===== src/tcgp_pkg.sv =====
`timescale 1ns / 1ps
package tcgp_pkg;

  localparam int TAB_STEP  = 32;
  localparam int TAB_SHIFT = $clog2(TAB_STEP);

  localparam logic [7:0] CHAR_BS     = 8'd8;
  localparam logic [7:0] CHAR_TAB    = 8'd9;
  localparam logic [7:0] CHAR_LF     = 8'd10;
  localparam logic [7:0] CHAR_CR     = 8'd13;
  localparam logic [7:0] CHAR_SPACE  = 8'd32;
  localparam logic [7:0] GLYPH_FIRST = 8'd33;
  localparam logic [7:0] GLYPH_LAST  = 8'd127;

  localparam logic REG_GLYPH_WIDTH  = 1'b0;
  localparam logic REG_GLYPH_HEIGHT = 1'b1;

  localparam logic [6:0] GLYPH_WIDTH_RESET  = 7'd8;
  localparam logic [6:0] GLYPH_HEIGHT_RESET = 7'd16;

  typedef enum logic [2:0] {
    OP_SKIP,
    OP_NEWLINE,
    OP_RETURN,
    OP_BACKSPACE,
    OP_TAB,
    OP_SPACE,
    OP_GLYPH
  } tcgp_op_t;

  typedef struct packed {
    logic [7:0]  char_code;
    logic        start_of_string;
    logic [15:0] origin_x;
    logic [15:0] origin_y;
  } tcgp_in_t;

  typedef struct packed {
    logic [9:0]  atlas_x;
    logic [8:0]  atlas_y;
    logic [15:0] screen_x;
    logic [15:0] screen_y;
  } tcgp_out_t;

  typedef struct packed {
    tcgp_op_t    op;
    logic [3:0]  col;
    logic [3:0]  row;
    logic        start;
    logic [15:0] origin_x;
    logic [15:0] origin_y;
  } tcgp_cmd_t;

endpackage


===== src/tcgp_front.sv =====
`timescale 1ns / 1ps
module tcgp_front import tcgp_pkg::*; (
  input  tcgp_in_t  item,
  output tcgp_cmd_t cmd
);

  always_comb begin
    cmd.col      = item.char_code[3:0];
    cmd.row      = item.char_code[7:4];
    cmd.start    = item.start_of_string;
    cmd.origin_x = item.origin_x;
    cmd.origin_y = item.origin_y;
    case (item.char_code)
      CHAR_LF:    cmd.op = OP_NEWLINE;
      CHAR_CR:    cmd.op = OP_RETURN;
      CHAR_BS:    cmd.op = OP_BACKSPACE;
      CHAR_TAB:   cmd.op = OP_TAB;
      CHAR_SPACE: cmd.op = OP_SPACE;
      default: begin
        if (item.char_code inside {[GLYPH_FIRST:GLYPH_LAST]}) begin
          cmd.op = OP_GLYPH;
        end else begin
          cmd.op = OP_SKIP;
        end
      end
    endcase
  end

endmodule


===== src/tcgp_queue.sv =====
`timescale 1ns / 1ps
module tcgp_queue import tcgp_pkg::*; #(
  parameter int DEPTH = 2
) (
  input  logic      clk,
  input  logic      rst_n,
  input  logic      push,
  input  tcgp_cmd_t push_data,
  output logic      full,
  input  logic      pop,
  output tcgp_cmd_t pop_data,
  output logic      not_empty
);

  localparam int PW = (DEPTH > 1) ? $clog2(DEPTH) : 1;
  localparam int CW = $clog2(DEPTH + 1);
  localparam logic [PW-1:0] LAST = PW'(DEPTH - 1);

  tcgp_cmd_t       mem_r [DEPTH];
  logic [PW-1:0]   wr_ptr_r, wr_ptr_nxt;
  logic [PW-1:0]   rd_ptr_r, rd_ptr_nxt;
  logic [CW-1:0]   count_r, count_nxt;
  logic            do_push, do_pop;

  assign full      = (count_r == CW'(DEPTH));
  assign not_empty = (count_r != '0);
  assign do_push   = push && !full;
  assign do_pop    = pop && not_empty;
  assign pop_data  = mem_r[rd_ptr_r];

  always_comb begin
    wr_ptr_nxt = wr_ptr_r;
    rd_ptr_nxt = rd_ptr_r;
    count_nxt  = count_r;
    if (do_push) begin
      wr_ptr_nxt = (wr_ptr_r == LAST) ? '0 : wr_ptr_r + PW'(1);
    end
    if (do_pop) begin
      rd_ptr_nxt = (rd_ptr_r == LAST) ? '0 : rd_ptr_r + PW'(1);
    end
    if (do_push && !do_pop) begin
      count_nxt = count_r + CW'(1);
    end else if (do_pop && !do_push) begin
      count_nxt = count_r - CW'(1);
    end
  end

  always_ff @(posedge clk) begin
    if (!rst_n) begin
      wr_ptr_r <= '0;
      rd_ptr_r <= '0;
      count_r  <= '0;
    end else begin
      wr_ptr_r <= wr_ptr_nxt;
      rd_ptr_r <= rd_ptr_nxt;
      count_r  <= count_nxt;
    end
  end

  always_ff @(posedge clk) begin
    if (do_push) begin
      mem_r[wr_ptr_r] <= push_data;
    end
  end

endmodule


===== src/tcgp_back.sv =====
`timescale 1ns / 1ps
module tcgp_back import tcgp_pkg::*; (
  input  logic      clk,
  input  logic      rst_n,
  input  logic      cmd_valid,
  input  tcgp_cmd_t cmd,
  output logic      cmd_pop,
  input  logic [6:0] glyph_width,
  input  logic [6:0] glyph_height,
  output logic      out_valid,
  input  logic      out_ready,
  output tcgp_out_t out_data
);

  logic [15:0] cursor_x_r, cursor_x_nxt;
  logic [15:0] cursor_y_r, cursor_y_nxt;
  logic [15:0] origin_r, origin_nxt;
  logic        out_valid_r, out_valid_nxt;
  tcgp_out_t   out_data_r;

  logic [15:0] cx, cy, lox;
  logic [15:0] adv_x, adv_y;
  logic [15:0] rel, quot, tab_off;
  logic [10:0] prod_x, prod_y;
  logic        slot_free, is_glyph;

  assign slot_free = !out_valid_r || out_ready;
  assign is_glyph  = (cmd.op == OP_GLYPH);
  assign cmd_pop   = cmd_valid && (!is_glyph || slot_free);
  assign out_valid = out_valid_r;
  assign out_data  = out_data_r;

  assign adv_x  = 16'(glyph_width) + 16'd1;
  assign adv_y  = 16'(glyph_height) + 16'd1;
  assign prod_x = 11'(cmd.col) * 11'(glyph_width);
  assign prod_y = 11'(cmd.row) * 11'(glyph_height);

  always_comb begin
    cx  = cmd.start ? cmd.origin_x : cursor_x_r;
    cy  = cmd.start ? cmd.origin_y : cursor_y_r;
    lox = cmd.start ? cmd.origin_x : origin_r;
    rel = cx - lox;
    // Division by the tab step truncates toward zero.
    quot = 16'($signed(rel) >>> TAB_SHIFT);
    if (rel[15] && (rel[TAB_SHIFT-1:0] != '0)) begin
      quot = quot + 16'd1;
    end
    tab_off = 16'((quot + 16'd1) << TAB_SHIFT);

    cursor_x_nxt  = cursor_x_r;
    cursor_y_nxt  = cursor_y_r;
    origin_nxt    = origin_r;
    out_valid_nxt = out_valid_r && !out_ready;
    if (cmd_pop) begin
      cursor_x_nxt = cx;
      cursor_y_nxt = cy;
      origin_nxt   = lox;
      case (cmd.op)
        OP_NEWLINE: begin
          cursor_y_nxt = cy + adv_y;
          cursor_x_nxt = lox;
        end
        OP_RETURN:    cursor_x_nxt = lox;
        OP_BACKSPACE: cursor_x_nxt = cx - adv_x;
        OP_TAB:       cursor_x_nxt = lox + tab_off;
        OP_SPACE:     cursor_x_nxt = cx + adv_x;
        OP_GLYPH: begin
          cursor_x_nxt  = cx + adv_x;
          out_valid_nxt = 1'b1;
        end
        default: ;
      endcase
    end
  end

  always_ff @(posedge clk) begin
    if (!rst_n) begin
      cursor_x_r  <= '0;
      cursor_y_r  <= '0;
      origin_r    <= '0;
      out_valid_r <= 1'b0;
    end else begin
      cursor_x_r  <= cursor_x_nxt;
      cursor_y_r  <= cursor_y_nxt;
      origin_r    <= origin_nxt;
      out_valid_r <= out_valid_nxt;
    end
  end

  always_ff @(posedge clk) begin
    if (cmd_pop && is_glyph) begin
      out_data_r.atlas_x  <= prod_x[9:0];
      out_data_r.atlas_y  <= prod_y[8:0];
      out_data_r.screen_x <= cx;
      out_data_r.screen_y <= cy;
    end
  end

endmodule


===== src/text_cursor_glyph_placer.sv =====
`timescale 1ns / 1ps
// Lays out a stream of character bytes into glyph placements.
// Input channel (in_valid, in_ready, in_data) takes one character word per
// cycle; a word with start_of_string set loads the cursor and line origin
// from its origin fields before the character is handled.
// Output channel (out_valid, out_ready, out_data) gives one word for each
// glyph code, 33 to 127: the atlas cell and the screen position of the glyph.
// Control codes move the cursor and other codes are dropped without output.
// Configuration channel (cfg_valid, cfg_ready, cfg_index, cfg_data) sets
// glyph width (index 0) and glyph height (index 1); write only when idle.
// Throughput is one character per cycle while in_ready is high, set by the
// cursor update in the back end. A placement is registered twice on its way
// to the output: the accepted character is written into the command queue,
// and the back end takes it from the queue and loads the output register.
// When out_ready is low the output register holds its word; characters that
// give no output keep flowing, and a glyph waits in the queue, which fills
// and then drops in_ready.
// Synchronous reset clears the cursor and line origin to zero, empties the
// queue and output, and sets width 8 and height 16.
module text_cursor_glyph_placer import tcgp_pkg::*; #(
  parameter int QUEUE_DEPTH = 2
) (
  input  logic       clk,
  input  logic       rst_n,
  input  logic       in_valid,
  output logic       in_ready,
  input  tcgp_in_t   in_data,
  output logic       out_valid,
  input  logic       out_ready,
  output tcgp_out_t  out_data,
  input  logic       cfg_valid,
  output logic       cfg_ready,
  input  logic       cfg_index,
  input  logic [6:0] cfg_data
);

  logic [6:0] glyph_width_r, glyph_height_r;
  tcgp_cmd_t  front_cmd, queue_cmd;
  logic       queue_full, queue_valid, queue_pop;

  assign cfg_ready = 1'b1;
  assign in_ready  = !queue_full;

  always_ff @(posedge clk) begin
    if (!rst_n) begin
      glyph_width_r  <= GLYPH_WIDTH_RESET;
      glyph_height_r <= GLYPH_HEIGHT_RESET;
    end else if (cfg_valid) begin
      case (cfg_index)
        REG_GLYPH_WIDTH:  glyph_width_r  <= cfg_data;
        REG_GLYPH_HEIGHT: glyph_height_r <= cfg_data;
        default: ;
      endcase
    end
  end

  tcgp_front u_front (
    .item (in_data),
    .cmd  (front_cmd)
  );

  tcgp_queue #(
    .DEPTH (QUEUE_DEPTH)
  ) u_queue (
    .clk       (clk),
    .rst_n     (rst_n),
    .push      (in_valid),
    .push_data (front_cmd),
    .full      (queue_full),
    .pop       (queue_pop),
    .pop_data  (queue_cmd),
    .not_empty (queue_valid)
  );

  tcgp_back u_back (
    .clk          (clk),
    .rst_n        (rst_n),
    .cmd_valid    (queue_valid),
    .cmd          (queue_cmd),
    .cmd_pop      (queue_pop),
    .glyph_width  (glyph_width_r),
    .glyph_height (glyph_height_r),
    .out_valid    (out_valid),
    .out_ready    (out_ready),
    .out_data     (out_data)
  );

endmodule


===== config.mk =====
export PLATFORM = sky130hd
export DESIGN_NAME = text_cursor_glyph_placer
export DESIGN_NICKNAME = d
export VERILOG_FILES = /design/src/tcgp_pkg.sv /design/src/tcgp_front.sv /design/src/tcgp_queue.sv /design/src/tcgp_back.sv /design/src/text_cursor_glyph_placer.sv
export SDC_FILE = /design/constraint.sdc
export NUM_CORES = 1
export LEC_CHECK = 0
export ABC_AREA = 0
export BUFFER_PORTS_ARGS = -buffer_cell sky130_fd_sc_hd__buf_4
export CAP_MARGIN = 5
export CORE_ASPECT_RATIO = 0.7
export CORE_MARGIN = 2
export CORE_UTILIZATION = 55
export CTS_CLUSTER_SIZE = 14
export DETAILED_ROUTE_END_ITERATION = 10
export PLACE_DENSITY = 0.85
export SLEW_MARGIN = 20
export SYNTH_ARGS = -nofsm -noshare
export SYNTH_HDL_FRONTEND = slang
export SYNTH_SLANG_ARGS = --single-unit

===== constraint.sdc =====
create_clock -name clk -period 6.9 [get_ports clk]
set_input_delay 0 -clock clk [delete_from_list [all_inputs] [get_ports clk]]
set_output_delay 0 -clock clk [all_outputs]
set_load 0.02 [all_outputs]

; ---- After elaboration in Yosys (flattened, before gate mapping)
; Memories as Yosys holds them, arrays and structs flattened. A register that Yosys moved wholly into a read port is not among the register bits.
; Cells that the tools add are included.
[totals]
mem_count = 1
in_bits = 54
romBits = 0
elab_cells = 86
out_inout_bits = 54
ram_bits = 88
ff_bits = 118
latch_bits = 0
[mem_list]
columns = name, depth, width, read_ports, rd_ports_with_merged_regs, write_ports, line
row1 = u_queue.mem_r, 2, 44, 1, 1, 1, tcgp_queue.sv:19  ; tcgp_cmd_t mem_r [DEPTH];
[op_classes]
n_eq_ne = 12
bitwise = 1
div_mod_pow = 0
order_cmp = 2
addsub = 13
mul = 2
shift = 0
n_mux = 18
reduce_logical = 24
[op_table]
columns = cell, count
row1 = 16-bit 2-to-1 mux, 4
row2 = 16-bit case mux with 4 select lines, 1
row3 = 16-bit adder, 3
row4 = 8-bit by 4-bit equality test with 1-bit output (second input constant), 4
row5 = 16-bit subtractor, 2
row6 = 7-bit by 1-bit adder with 8-bit output (second input constant), 2
row7 = 3-bit case mux with 5 select lines, 1
row8 = 11-bit by 1-bit adder with 11-bit output (second input constant), 1
row9 = 11-bit by 2-bit adder with 11-bit output (second input constant), 1
row10 = 11-bit 2-to-1 mux, 1
row11 = 4-bit by 7-bit multiplier with 10-bit output, 1
row12 = 3-bit equality test (second input constant), 3
row13 = 1-bit logical AND, 9
row14 = 4-bit by 7-bit multiplier with 9-bit output, 1
row15 = 8-bit by 6-bit equality test with 1-bit output (second input constant), 1
row16 = 8-bit by 6-bit >= comparator with 1-bit output (second input constant), 1
row17 = 8-bit by 7-bit less-or-equal comparator with 1-bit output (second input constant), 1
row18 = 1-bit 2-to-1 mux, 8
row19 = 3-bit by 2-bit equality test with 1-bit output (second input constant), 2
row20 = 1-bit logical NOT, 6
row21 = 5-bit nonzero test, 1
row22 = 2-bit 2-to-1 mux, 2
row23 = 2-bit AND reduction, 2
row24 = 2-bit nonzero test, 2
row25 = 9 further kinds, 12

; ---- Logic depth before layout (Yosys ltp)
[depth]
depth_word = 8
mapped_depth = 31
depth_no_buf = 26

; ---- Modules after synthesis
; From an unflattened synthesis, not the netlist that was laid out.
[unflattened]
cells_unflattened = 1353
hier_area_um2 = 13619.3
[modules_own_cells]
columns = module, area_each_um2, cells_each, instances, seq_area_each_um2
row1 = tcgp_back, 9246.4, 1079, 1, 2512.4
row2 = tcgp_queue, 3409.5, 162, 1, 2742.6
row3 = text_cursor_glyph_placer, 560.5, 60, 1, 280.3
row4 = tcgp_front, 402.9, 52, 1, 0.0

; ---- Least setup slack after synthesis
; Ideal clock, no wire load.
[synth_path]
path_kind = register to register
from = register (tool-made name)
to = register u_back.cursor_x_r[15]
synth_period_minus_slack_ns = 6.680
stages_incl_launch_ff = 31
n_path_buf = 5
arrival_time_ns = 6.620
required_ns = 6.840
slack_ns = 0.220
setup_ns = 0.060
path_cell_list = dfxtp_1 > buf_2 > buf_1 > buf_2 > buf_1 > mux2i_1 > nand2_1 > o21ai_0 > inv_1 > ha_1 > nand2b_1 > a21oi_1 > o211a_1 > o32a_1 > mux2i_1 > buf_4 > mux2_2 > ha_1 > xnor2_1 > xnor2_1 > ha_1 > nor2b_1 > o21ai_0 > a21oi_1 > or4_1 > a31o_2 > a21oi_1 > xor2_1 > xnor2_1 > o32a_1 > nand2_1
[synth_rtl]
columns = element, line
row1 = "end signal, assigned", tcgp_back.sv:83  ; cursor_x_r <= cursor_x_nxt;
row2 = "end, declared", tcgp_back.sv:15  ; logic [15:0] cursor_x_r, cursor_x_nxt;

==> out/results.ini <==
[placement]
hpwl_um=22300
placedCellCount=1651
routabilityCongestion=0.928
place_ws_ps=372
io_buffers=106

[worst_setup_path]
r2r-end=u_back.cursor_x_r[15]
crit_family=compound AO/OA/AOI/OAI gates
path_class=reg2reg
crit_path_max_fanout=21
slowest_stage=a2111o_1
end_kind=register
cp_slowest_stage_delay_ps=510
required_ps=7360
worst-path-buf-inv=1
r2r-start=u_queue.mem_r[0][32]
worstPathCellList=mux2_4 > buf_4 > o21a_1 > ha_1 > a2111o_1 > o211a_1 > o32a_1 > mux2i_1 > mux2_2 > ha_1 > xnor2_1 > xnor2_1 > ha_1 > nor2b_1 > o21ai_0 > a21oi_1 > or4_1 > a31o_2 > a21oi_1 > xor2_1 > xnor2_1 > o32a_1 > nand2_1
ff2ff_path_depth=23
critPathLaunchType=register
cp.arrival_ps=6880
r2r_slack_ps=480

[min_path]
hold_depth=4
min_from=in_valid
hold_path_end=u_queue.wr_ptr_r
hold_path.class=in2reg

[clock_network]
clk_latency_ps=520
root_buffer=clkbuf_16
cts_setup_buffers=0
cts_buffer_depth=3
numCtsBuffers=22
cts.clk_slew.worst_paths_ps=60
clock-sinks=207
htree_num_levels=1
cts_tree=built

[grt]
grt_overflow=0
track_usage_pct=26.3
antenna_found_initial=0
grt_pass1_wl_um=51900
grt_pass1_vias=9984
grt_max_degree=69

[floorplanning]
start_util_pct=56.3
num_io_pins=108
die_area_mm2=0.0245
rows=46
die_y_um=132
core_area_mm2=0.0227
die_w_um=186

[drt]
route.vias.total=10300
vias_per_cell=5.90
dr.pass1.iters=5
drc_errors=0
drt-total-wl_um=32800
wl_per_cell_um=18.8
dr.first_iter.drc_count=1066
ant_nets=0

[synthesis]
synth_area_leaders=edfxtp_1, dfxtp_1, ha_1
synth_commonest_cells=nand2_1, edfxtp_1, o21ai_0
synthArstFlopShare_pct=0
syn_area_per_cell_um2=10.0
synth_edf_count=139
synth_nets=1432
yosysUniqueCellTypes=76
ys_ff_latch=207
seq_area_frac_synth_pct=43.2
synth_cells=1277
yosysTopAreaCell=edfxtp_1
syn_area_mm2=0.0128
post-synth-top-count-cell=nand2_1
ys_warn_count=0
synth.top_cell.area_share_pct=32.6
synthFlopType=edfxtp_1

[timing]
max_slew.worst_pin.slew_ps=888
relSlewSlack_pct=39.3
min_period_ps=6420
clock_skew_ps=17.8
holdWs_ps=21.3
finalHoldViolCount=0
rsz0062_at_grt=no
setup_viol=0
finalWorstSetupSlack_ps=479
finalSetupTns_ps=0
fin_crit_sh_pct=93.1
fmax_mhz=156
finalMaxSlewViolations=0

[cells_and_area]
drive_above_1_share_pct=13.0
fill_cells=1687
nets=1574
layout.cells.non_filler=1747
area_growth_pct=19.1
diodes=0

[run_status]
run_status=completed

[flow_run]
maxCapViolations=0

==> sequential cells by signal, summed over array words and instances, names as in the netlist, 2 cells and up, named ones only <==
register and flops:
glyph_height_r 7, u_back.cursor_y_r 16, u_back.origin_r 16, glyph_width_r 7, u_queue.count_r 2, u_back.out_data 51, u_queue.mem_r 88, u_back.cursor_x_r 16
==> cells by family after synthesis <==
family | after synthesis | share of synthesized area (%)
flops | 207 | 43.2
fa+ha+maj | 102 | 11.4
simple gates | 370 | 13.8
xor+xnor | 99 | 6.77
compound gates | 303 | 15.8
other cells | 1 | 0.0293
mux | 63 | 5.02
buf+inv | 132 | 4.03
==> stage by stage <==
stage	cell area, um^2	utilization, %
finish	15200	67.1
floorplan	12800	-
CTS	15200	67.0
detailed placement	13900	61.1
global route	15200	67.1
global placement	13900	61.1
==> how the worst max path moves through the flow <==
stage	from	to	slack, ps	cells after the start
floorplan	register	u_back.cursor_x_r[15]	220	30
global placement	u_queue.mem_r[1][32]	u_back.cursor_x_r[15]	580	25
detailed placement	u_queue.mem_r[0][32]	u_back.cursor_x_r[15]	370	25
CTS	u_queue.mem_r[0][32]	u_back.cursor_x_r[15]	300	25
global route	u_queue.mem_r[0][32]	u_back.cursor_x_r[15]	90	25
finish	u_queue.mem_r[0][32]	u_back.cursor_x_r[15]	480	23
==> tightest hold or removal path, delay by kind of cell <==
family                 cells  cell delay (ps)
AO/OA/AOI/OAI              1              100
AND/OR/NAND/NOR            2              270
buffers and inverters      1              120
==> cell usage in the layout (no fill, tap or decap), types with 22 or more instances in the layout <==
cell type / n
nand2_1: 156
fa_1: 24
and2_1: 29
dfxtp_1: 67
inv_1: 72
o21a_1: 24
mux2i_1: 52
a21oi_1: 64
ha_1: 77
xor2_1: 25
buf_4: 121
o21ai_0: 75
edfxtp_1: 139
nor2b_1: 25
clkbuf_16: 22
nor2_1: 65
dlygate4sd3_1: 56
xnor2_1: 74
==> routing by layer <==
layer,vias to the layer above,wire length [um],global-route usage [%]
met1,4915,14900,38.2
met2,500,14300,41.1
met4,0,545,5.47
met5,-,0,0
li1,4843,-,-
met3,56,3060,4.83
==> cell type report <==
cell class / instances / area (um^2) / area share, %
tap: 312 / 390 / 2.56
sequential: 207 / 5540 / 36.3
clock buffer: 30 / 621 / 4.07
timing repair buffer: 178 / 1480 / 9.71
inverter: 72 / 270 / 1.77
clock inverter: 10 / 145 / 0.952
multi-input combinational: 938 / 6800 / 44.6
==> repair_timing <==
action                     CTS  global route
gates resized for setup      0             7
hold endpoints to repair   102             0
hold buffers                56             0
setup endpoints to repair    0             1
Power is not shown: default switching activity piles up to over one toggle a cycle in this logic, so the estimate is an artifact.
